**src/hw/rtl/uvtod_ram.sv**
```systemverilog
`timescale 1ns / 1ps
// Generic simple dual-port RAM: one write port, one read port, registered read.
// No dependencies.
module uvtod_ram #(
    parameter int WIDTH = 8,
    parameter int DEPTH = 16,
    localparam int AW = $clog2(DEPTH)
) (
    input  logic             clk,
    input  logic             we,
    input  logic [AW-1:0]    waddr,
    input  logic [WIDTH-1:0] wdata,
    input  logic [AW-1:0]    raddr,
    output logic [WIDTH-1:0] rdata
);

    logic [WIDTH-1:0] mem [DEPTH];

    always_ff @(posedge clk)
    begin
        if (we)
        begin
            mem[waddr] <= wdata;
        end
        rdata <= mem[raddr];
    end

endmodule

```
**config.mk**
```make
export PLATFORM = sky130hd
export DESIGN_NAME = uvtod_ram
export DESIGN_NICKNAME = d
export VERILOG_FILES = /design/src/hw/rtl/uvtod_ram.sv
export SDC_FILE = /design/constraint.sdc
export NUM_CORES = 1
export LEC_CHECK = 0
export BUFFER_PORTS_ARGS = -buffer_cell sky130_fd_sc_hd__buf_2
export CAP_MARGIN = 20
export CELL_PAD_IN_SITES_DETAIL_PLACEMENT = 1
export CELL_PAD_IN_SITES_GLOBAL_PLACEMENT = 2
export CORE_MARGIN = 5
export CORE_UTILIZATION = 48
export DETAILED_ROUTE_END_ITERATION = 10
export PLACE_DENSITY_LB_ADDON = 0.1
export SETUP_SLACK_MARGIN = 0.1
export SYNTH_ARGS = -nofsm -noshare
export SYNTH_HDL_FRONTEND = slang
export SYNTH_SLANG_ARGS = --single-unit
export TNS_END_PERCENT = 50
```
**constraint.sdc**
```tcl
create_clock -name clk -period 2.4 [get_ports clk]
set_clock_uncertainty 0.05 [all_clocks]
set_input_delay 0.24 -clock clk [delete_from_list [all_inputs] [get_ports clk]]
set_output_delay 0.24 -clock clk [all_outputs]
set_load 0.01 [all_outputs]
```
==> impl_results.rst, run 1 <==
.. list-table::
   :header-rows: 1

   * - Metric
     - Value
   * - Run status
     - finished clean
   * - Number of remaining DRC errors
     - 0
   * - Average cell area after synthesis
     - around 22 sq um
   * - Top cells by area, synth
     - sky130_fd_sc_hd__edfxtp_1, sky130_fd_sc_hd__mux4_2, sky130_fd_sc_hd__mux4_1
   * - Latest clock arrival within the worst-skew pair
     - around 0.52 ns
   * - Critical path launch point type
     - flop
   * - Synth Register Bits
     - ~140
   * - Hold violation count in the final report
     - 0
   * - Slew at the pin with the worst max-slew slack
     - between 0.8 and 0.9 ns
   * - Critical-path cell list
     - mux4_2 -> a22oi_1 -> nand2_1
   * - Critical-path maximum fanout
     - 1
   * - Beginning of the worst register-to-register path
     - mem[7][7]
   * - Wire length of the first global-routing pass
     - roughly 17 mm
   * - Number of inserted filler cells in the final layout
     - 900
   * - Largest net degree at the start of global routing
     - 33
   * - Count of mapped cells out of synthesis
     - 229
   * - Area of the mapped netlist
     - between 5000 and 6000 sq um
   * - Placer's final routability congestion estimate
     - ~0.71
   * - Chip Height
     - around 110 microns
   * - Worst setup slack for register-to-register paths
     - about 0.93 ns
   * - Post-detailed-routing wire length
     - about 11 mm
   * - Share of cell area taken by muxes after synthesis
     - 0.150
   * - Full die area
     - about 13000 sq um
   * - Combinational family with the most area after synthesis
     - multiplexers
   * - Endpoint of the most critical register-to-register path
     - rdata[7]
   * - Routed Antenna Nets
     - 0
   * - Synth Net Count
     - about 250
   * - Global-route total usage across every layer
     - 0.187
   * - Crit path from
     - mem[7][7]
   * - I/O pin count
     - 26
   * - Levels on crit path
     - 3
   * - Delay of the slowest cell on the worst path
     - roughly 0.54 ns
   * - Tcrit/Tclk final
     - 0.613
   * - Worst ir drop on vdd
     - 435 uV
   * - Worst Path Class, Setup
     - flop to flop
   * - CTS tree
     - yes
   * - Number of gates resized after cts
     - 0
   * - Worst hold margin
     - roughly 0.065 ns
   * - Clock network fraction of design power
     - 0.443
   * - Fraction of power spent switching nets
     - 0.202
   * - Growth of design area from synthesis to finish
     - 17.6%
   * - Post-detailed-placement half-perimeter wirelength
     - 6.93 mm
   * - Total Negative Setup Slacks
     - 0 ns
   * - Port Buffers
     - 25
   * - Violation count after the first detailed-route iteration
     - 147
   * - Power Internal
     - 4.20 mW
   * - Drt pass-1 iters
     - 4
   * - Sw Pwr
     - about 1.1 mW
   * - Hold WC Path Type
     - primary input to flop
   * - FP Rows
     - 37
   * - Clock Sinks
     - ~140
   * - Area share of and/or/nand/nor cells after synthesis
     - 0.0318
   * - End point of the critical path
     - rdata[7]
   * - Number of buffers and inverters on the critical path
     - 0
   * - Antenna violations before repair
     - 0
   * - Final Critical Period
     - approximately 1.5 ns
   * - Nature of the critical path endpoint
     - flop
   * - Sequential cell area
     - roughly 4000 sq um
   * - Pins Over Slew Limit
     - 0
   * - Worst slew margin
     - 0.448
   * - Postcts setup bufs
     - 0
   * - Min-delay src
     - wdata[2]
   * - Area of the multi-input gates
     - 1060 sq um
   * - Count of hold buffers inserted by post-cts repair
     - 0
   * - Number of nets in the layout
     - 300
   * - Initial standard-cell utilization of the core
     - 0.496
   * - Clock Root Buffer
     - sky130_fd_sc_hd__clkbuf_8
   * - CP max-delay cell
     - sky130_fd_sc_hd__mux4_2
   * - Crit-path leading delay family
     - multiplexers
   * - Pleak
     - roughly 2 nW
   * - Post-synthesis compound-gate area fraction
     - 0.0233
   * - Number of distinct library cells after synthesis
     - 19
   * - Adder and majority gate portion of the synthesized area
     - 0
   * - Critical path data arrival time
     - around 1.8 ns
   * - Level count of the clock H-tree
     - 4
   * - Share of final-layout standard cells stronger than drive strength 1
     - 0.296
   * - Post-DR vias/cell
     - roughly 5.7
   * - Combinational cell fraction of total power
     - 0.049
   * - Reg clk slew, reported paths
     - 0.06 ns
   * - Vias after detailed routing
     - 2451
   * - Vias in the first global route
     - 2668
   * - Clock buffer count from CTS
     - 17
   * - Core Box Area
     - between 10000 and 15000 sq um
   * - Number of warning messages in the yosys log
     - 0
   * - Unrepaired setup endpoints after global routing
     - no
   * - Die width
     - around 110 microns
   * - Power Density
     - 870 nW/um^2
   * - Share of the synthesized area in the top cell type
     - 0.747
   * - Number of violations of the max-capacitance limit
     - 0
   * - Number of cells on the worst reg-to-reg path
     - 3
   * - Routed len/inst
     - between 20 and 30 microns
   * - Cell taking the most area after synthesis
     - sky130_fd_sc_hd__edfxtp_1
   * - Reg power frac
     - 0.508
   * - Count of antenna diodes in the layout
     - 0
   * - Setup-violating endpoint count in the final report
     - 0
   * - Share of the synthesized netlist area taken by xor and xnor gates
     - 0
   * - Max frequency
     - a little under 700 MHz
   * - Residual overflow from global routing
     - 0
   * - Sequential fraction of the synthesis area
     - 0.778
   * - Required time reported for the critical path endpoint
     - between 2 and 3 ns
   * - Maximum count of clock buffers along a single path
     - 2
state kept, by name, summed over array words and instances, names as in the netlist:
signal,cells
rdata,8
mem,128
how the worst min path moves through the flow:
stage / to / depth (start not counted)
floorplan: mem[0][0] / 0
global placement: mem[14][0] / 1
detailed placement: rdata[0] / 1
CTS: mem[15][0] / 1
global route: mem[15][0] / 1
finish: mem[4][2] / 1
per-stage QoR:
step	power, mW	instance area [sq um]	cells	util	worst slack [ns]
CTS	5.32	6050	430	0.584	0.899
detailed placement	2.99	5520	399	0.533	0.596
floorplan	2.86	5150	229	-	0.617
global placement	2.98	5520	399	0.533	0.571
global route	5.47	6050	430	0.584	0.844
finish	5.27	6050	430	0.584	0.930
synth_stat cells, drive strengths merged:
cell	n
edfxtp	128
nand2	9
nor2b	1
dfxtp	8
nor2	13
clkdlybuf4s25	3
nand2b	2
buf	7
a22oi	16
and2b	1
and2	1
mux4	32
nor3	4
nand3b	2
or3b	1
nand3	1
final cells by class:
class                           instances  area share
Sequential cell                       136       0.661
Multi-Input combinational cell         83       0.175
Timing Repair Buffer                   44      0.0484
Clock buffer                           18      0.0690
Clock inverter                         13      0.0186
Tap cell                              136      0.0281
layer usage:
layer / share of wire / wire [microns] / track usage / up-vias
met5: 0 / 0 / 0 / -
met4: 0.011 / 116 / 0.0625 / 0
met3: 0.046 / 503 / 0.0462 / 10
met2: 0.49 / 5430 / 0.293 / 69
met1: 0.45 / 4980 / 0.259 / 1290
li1: - / - / - / 1082
power groups by stage:
stage | Combinational [mW] | Sequential, mW | Clock [mW]
final | 0.259 | 2.67 | 2.33
after global placement | 0.259 | 2.72 | 0
after floorplan | 0.135 | 2.72 | 0
after detailed placement | 0.264 | 2.72 | 0
after CTS | 0.266 | 2.67 | 2.38
after global routing | 0.281 | 2.68 | 2.52
logic make-up (layout without fill, tap and decap cells):
kind of cell    after synthesis  count (layout)
buf+inv                      10              75
compound gates               16              16
simple gates                 35              35
mux                          32              32
flops                       136             136
cell usage in the layout, fill, tap and decap left out:
cell / instances
sky130_fd_sc_hd__edfxtp_1: 128
sky130_fd_sc_hd__buf_2: 25
sky130_fd_sc_hd__mux4_2: 18
sky130_fd_sc_hd__buf_4: 17
sky130_fd_sc_hd__a22oi_1: 16
sky130_fd_sc_hd__clkbuf_16: 16
sky130_fd_sc_hd__mux4_1: 14
sky130_fd_sc_hd__nor2_1: 13
sky130_fd_sc_hd__nand2_1: 9
sky130_fd_sc_hd__dfxtp_1: 8
sky130_fd_sc_hd__clkinv_1: 6
sky130_fd_sc_hd__nor3_1: 4
sky130_fd_sc_hd__clkinv_2: 3
sky130_fd_sc_hd__nand3b_1: 2
sky130_fd_sc_hd__nand2b_1: 2
sky130_fd_sc_hd__bufinv_16: 2
sky130_fd_sc_hd__clkinvlp_4: 2
sky130_fd_sc_hd__buf_12: 2
sky130_fd_sc_hd__nor2b_1: 1
sky130_fd_sc_hd__and2_1: 1
sky130_fd_sc_hd__and2b_1: 1
sky130_fd_sc_hd__nand3_1: 1
sky130_fd_sc_hd__or3b_2: 1
sky130_fd_sc_hd__clkbuf_8: 1
sky130_fd_sc_hd__clkbuf_1: 1
worst register-to-register path: cells and delay by family, from the launching register on:
| family | cells | cell delay, ns |
|---|---|---|
| mux | 1 | 0.54 |
| simple gates | 1 | 0.09 |
| flops | 1 | 0.37 |
| compound gates | 1 | 0.30 |
(Power assumes the default switching activity.)
==> run 2, diff against run 1 <==
ABC_AREA = 1   (was unset)
CORE_UTILIZATION = 36   (was 48)
clock period = 1.3 ns   (was 2.4 ns; I/O delays follow)
==> run 2 against run 1 <==
Compared with the run above: clock power grew 91%; count of clock-buffer cells in the layout grew 8; sequential power grew 85%; setup slack lost 0.78 ns; power grew 91%; die area grew 45%; global-route usage shrank 0.87 points; worst hold slack gained 0.0084 ns; area after synthesis grew 12%; largest cell class unchanged.
==> impl_results.rst, run 2 <==
.. list-table::
   :header-rows: 1

   * - Metric
     - Value
   * - Run status
     - finished clean
   * - Total Negative Setup Slacks
     - 0 ns
   * - Count of hold buffers inserted by post-cts repair
     - 0
   * - Sw Pwr
     - 2.20 mW
   * - Post-DR vias/cell
     - between 4 and 5
   * - Residual overflow from global routing
     - 0
   * - Number of nets in the layout
     - between 600 and 700
   * - Latest clock arrival within the worst-skew pair
     - 0.42 ns
   * - Clock buffer count from CTS
     - 17
   * - Min-delay src
     - wdata[4]
   * - Critical path launch point type
     - flop
   * - I/O pin count
     - 26
   * - CP max-delay cell
     - sky130_fd_sc_hd__dfxtp_1
   * - Number of remaining DRC errors
     - 0
   * - Setup-violating endpoint count in the final report
     - 0
   * - Post-detailed-placement half-perimeter wirelength
     - 10.2 mm
   * - Vias after detailed routing
     - just under 4000
   * - Commonest cells after routing, fill and taps aside
     - sky130_fd_sc_hd__nand2_1, sky130_fd_sc_hd__edfxtp_1, sky130_fd_sc_hd__inv_1
   * - Worst Path Class, Setup
     - flop to output pin
   * - Share of the synthesized area in the top cell type
     - 0.667
   * - Area share of and/or/nand/nor cells after synthesis
     - 0.210
   * - Critical-path cell list
     - buf_2
   * - Clock Sinks
     - approximately 140
   * - Area of the multi-input gates
     - 1210 sq um
   * - Average cell area after synthesis
     - 10.5 sq um
   * - Tcrit/Tclk final
     - 0.888
   * - Sequential cell area
     - ~4000 sq um
   * - Routed Antenna Nets
     - 0
   * - Fraction of power spent switching nets
     - 0.219
   * - Max frequency
     - 866 MHz
   * - Power Density
     - between 1000 and 1500 nW/um^2
   * - Placer's final routability congestion estimate
     - 0.790
   * - Critical-path maximum fanout
     - 1
   * - Largest net degree at the start of global routing
     - 35
   * - Detail Route met2 WL
     - ~7.4 mm
   * - Pleak
     - 3.02 nW
   * - Critical path data arrival time
     - just under 1 ns
   * - Worst setup slack for register-to-register paths
     - ~0.27 ns
   * - Top cells by count, synth
     - sky130_fd_sc_hd__nand2_1, sky130_fd_sc_hd__edfxtp_1, sky130_fd_sc_hd__inv_1
   * - Most common cell after layout, fill and taps aside
     - sky130_fd_sc_hd__nand2_1
   * - Reg clk slew, reported paths
     - about 0.060 ns
   * - CTS tree
     - yes
   * - Crit path from
     - rdata[4]
   * - Hold violation count in the final report
     - 0
   * - Initial standard-cell utilization of the core
     - 0.364
   * - Wire length of the first global-routing pass
     - approximately 24 mm
   * - Crit-path leading delay family
     - flip-flops
   * - Combinational cell fraction of total power
     - 0.068
   * - Hold WC Path Type
     - primary input to flop
   * - Power Internal
     - ~7.9 mW
   * - Level count of the clock H-tree
     - 4
   * - Chip Height
     - between 100 and 150 microns
   * - Synth Net Count
     - about 570
   * - Number of violations of the max-capacitance limit
     - 0
   * - Required time reported for the critical path endpoint
     - approximately 1.1 ns
   * - Violation count after the first detailed-route iteration
     - ~250
   * - Delay of the slowest cell on the worst path
     - about 0.40 ns
   * - Count of mapped cells out of synthesis
     - 551
   * - Number of flops mapped to enable cells by yosys
     - around 130
   * - Met3 wire length
     - 491 microns
   * - Area of the mapped netlist
     - 5770 sq um
   * - Full die area
     - 18700 sq um
   * - Worst ir drop on vdd
     - slightly below 900 uV
   * - Dominant register cell in the synthesized netlist
     - sky130_fd_sc_hd__edfxtp_1
   * - Final WS setup
     - 0.146 ns
   * - Cell taking the most area after synthesis
     - sky130_fd_sc_hd__edfxtp_1
   * - Antenna violations before repair
     - 1
   * - Synth Register Bits
     - 136
   * - Growth of design area from synthesis to finish
     - 20.4%
   * - Routed len/inst
     - 18.2 microns
   * - Adder and majority gate portion of the synthesized area
     - 0
   * - Drt pass-1 iters
     - 4
   * - Number of warning messages in the yosys log
     - 0
   * - Reg power frac
     - 0.491
   * - Highest metal layer with signal wires
     - met5
   * - Number of inserted filler cells in the final layout
     - 1763
   * - Port Buffers
     - 25
   * - Fraction of registers with async set or reset after synthesis
     - 0
   * - Maximum count of clock buffers along a single path
     - 2
   * - Post-synthesis compound-gate area fraction
     - 0
   * - Nature of the critical path endpoint
     - output pin
   * - Reg with most FFs
     - mem
   * - Global-route total usage across every layer
     - 0.178
   * - Core Box Area
     - between 15000 and 20000 sq um
   * - Unrepaired setup endpoints after global routing
     - no
   * - Sequential fraction of the synthesis area
     - 0.694
   * - Vias in the first global route
     - between 4000 and 5000
   * - FP Rows
     - 46
   * - Beginning of the worst register-to-register path
     - mem[13][3]
   * - Number of distinct library cells after synthesis
     - 12
   * - Clock network fraction of design power
     - 0.442
   * - Top cells by area, synth
     - sky130_fd_sc_hd__edfxtp_1, sky130_fd_sc_hd__nand2_1, sky130_fd_sc_hd__nand3_1
   * - Number of buffers and inverters on the critical path
     - 1
   * - Pins Over Slew Limit
     - 0
   * - Post-detailed-routing wire length
     - about 15 mm
   * - Pre-CTS setup slack
     - roughly 0.0046 ns
   * - Share of the synthesized netlist area taken by xor and xnor gates
     - 0
   * - Max FFs per register
     - 128
   * - Most instantiated library cell after synthesis
     - sky130_fd_sc_hd__nand2_1
   * - Clock Root Buffer
     - sky130_fd_sc_hd__clkbuf_16
   * - Die width
     - between 100 and 150 microns
   * - Slew at the pin with the worst max-slew slack
     - between 0.3 and 0.4 ns
   * - Count of antenna diodes in the layout
     - 0
   * - Met1 layer wirelength in the final routing
     - ~7 mm
   * - Largest registers ranked by flip-flop count
     - mem: 128 flops, rdata: 8 flops
   * - Share of cell area taken by muxes after synthesis
     - 0
   * - Worst slew margin
     - 0.755
   * - Combinational family with the most area after synthesis
     - simple AND/OR/NAND/NOR gates
   * - Share of final-layout standard cells stronger than drive strength 1
     - 0.151
   * - Final Critical Period
     - between 1 and 1.5 ns
==> run 2: routing by layer <==
metal | global-route usage | vias up
li1 | - | 1888
met1 | 0.237 | 1955
met2 | 0.287 | 61
met3 | 0.0467 | 14
met4 | 0.0554 | 2
met5 | 0 | -
==> run 2: repair_timing <==
item                       in CTS  in global routing
buffers inserted                0                  0
resized for setup               0                  1
setup endpoints to repair       0                  1
==> run 2: final timing paths <==
path              depth (start not counted)         to
hold / removal                            1  mem[2][4]
setup reg to reg                          6   rdata[3]
hold reg to reg                           6   rdata[5]
setup / recovery                          1   rdata[4]
==> run 2: cell type report <==
class                   count  share of cell area
inverters                 102              0.0551
multi-input cells         289               0.175
well taps                 216              0.0389
clock inverters             6             0.00558
clock buffers              26              0.0748
flip-flops and latches    136               0.577
repair buffers             62              0.0742
==> run 2: power by group through the flow <==
| stage | logic [mW] | clock network [mW] | registers (mW) |
|---|---|---|---|
| finish | 0.684 | 4.45 | 4.94 |
| floorplan | 0.346 | 0 | 5.03 |
| global route | 0.765 | 4.78 | 4.95 |
| CTS | 0.705 | 4.56 | 4.94 |
| detailed placement | 0.701 | 0 | 5.03 |
| global placement | 0.690 | 0 | 5.03 |
==> run 2: cell families (layout without fill, tap and decap cells) <==
| kind of cell | after synthesis | in the layout |
|---|---|---|
| flops | 136 | 136 |
| simple gates | 289 | 289 |
| buf+inv | 126 | 196 |
==> run 2: stage by stage <==
stage	power [mW]	cells	instance area, sq um	hold slack, ns	utilization
floorplan	5.38	551	5770	0.179	-
global placement	5.72	805	6390	0.480	0.403
detailed placement	5.73	805	6390	0.484	0.403
CTS	10.2	837	6940	0.0723	0.439
global route	10.5	837	6950	0.0714	0.439
finish	10.1	837	6950	0.0730	0.439
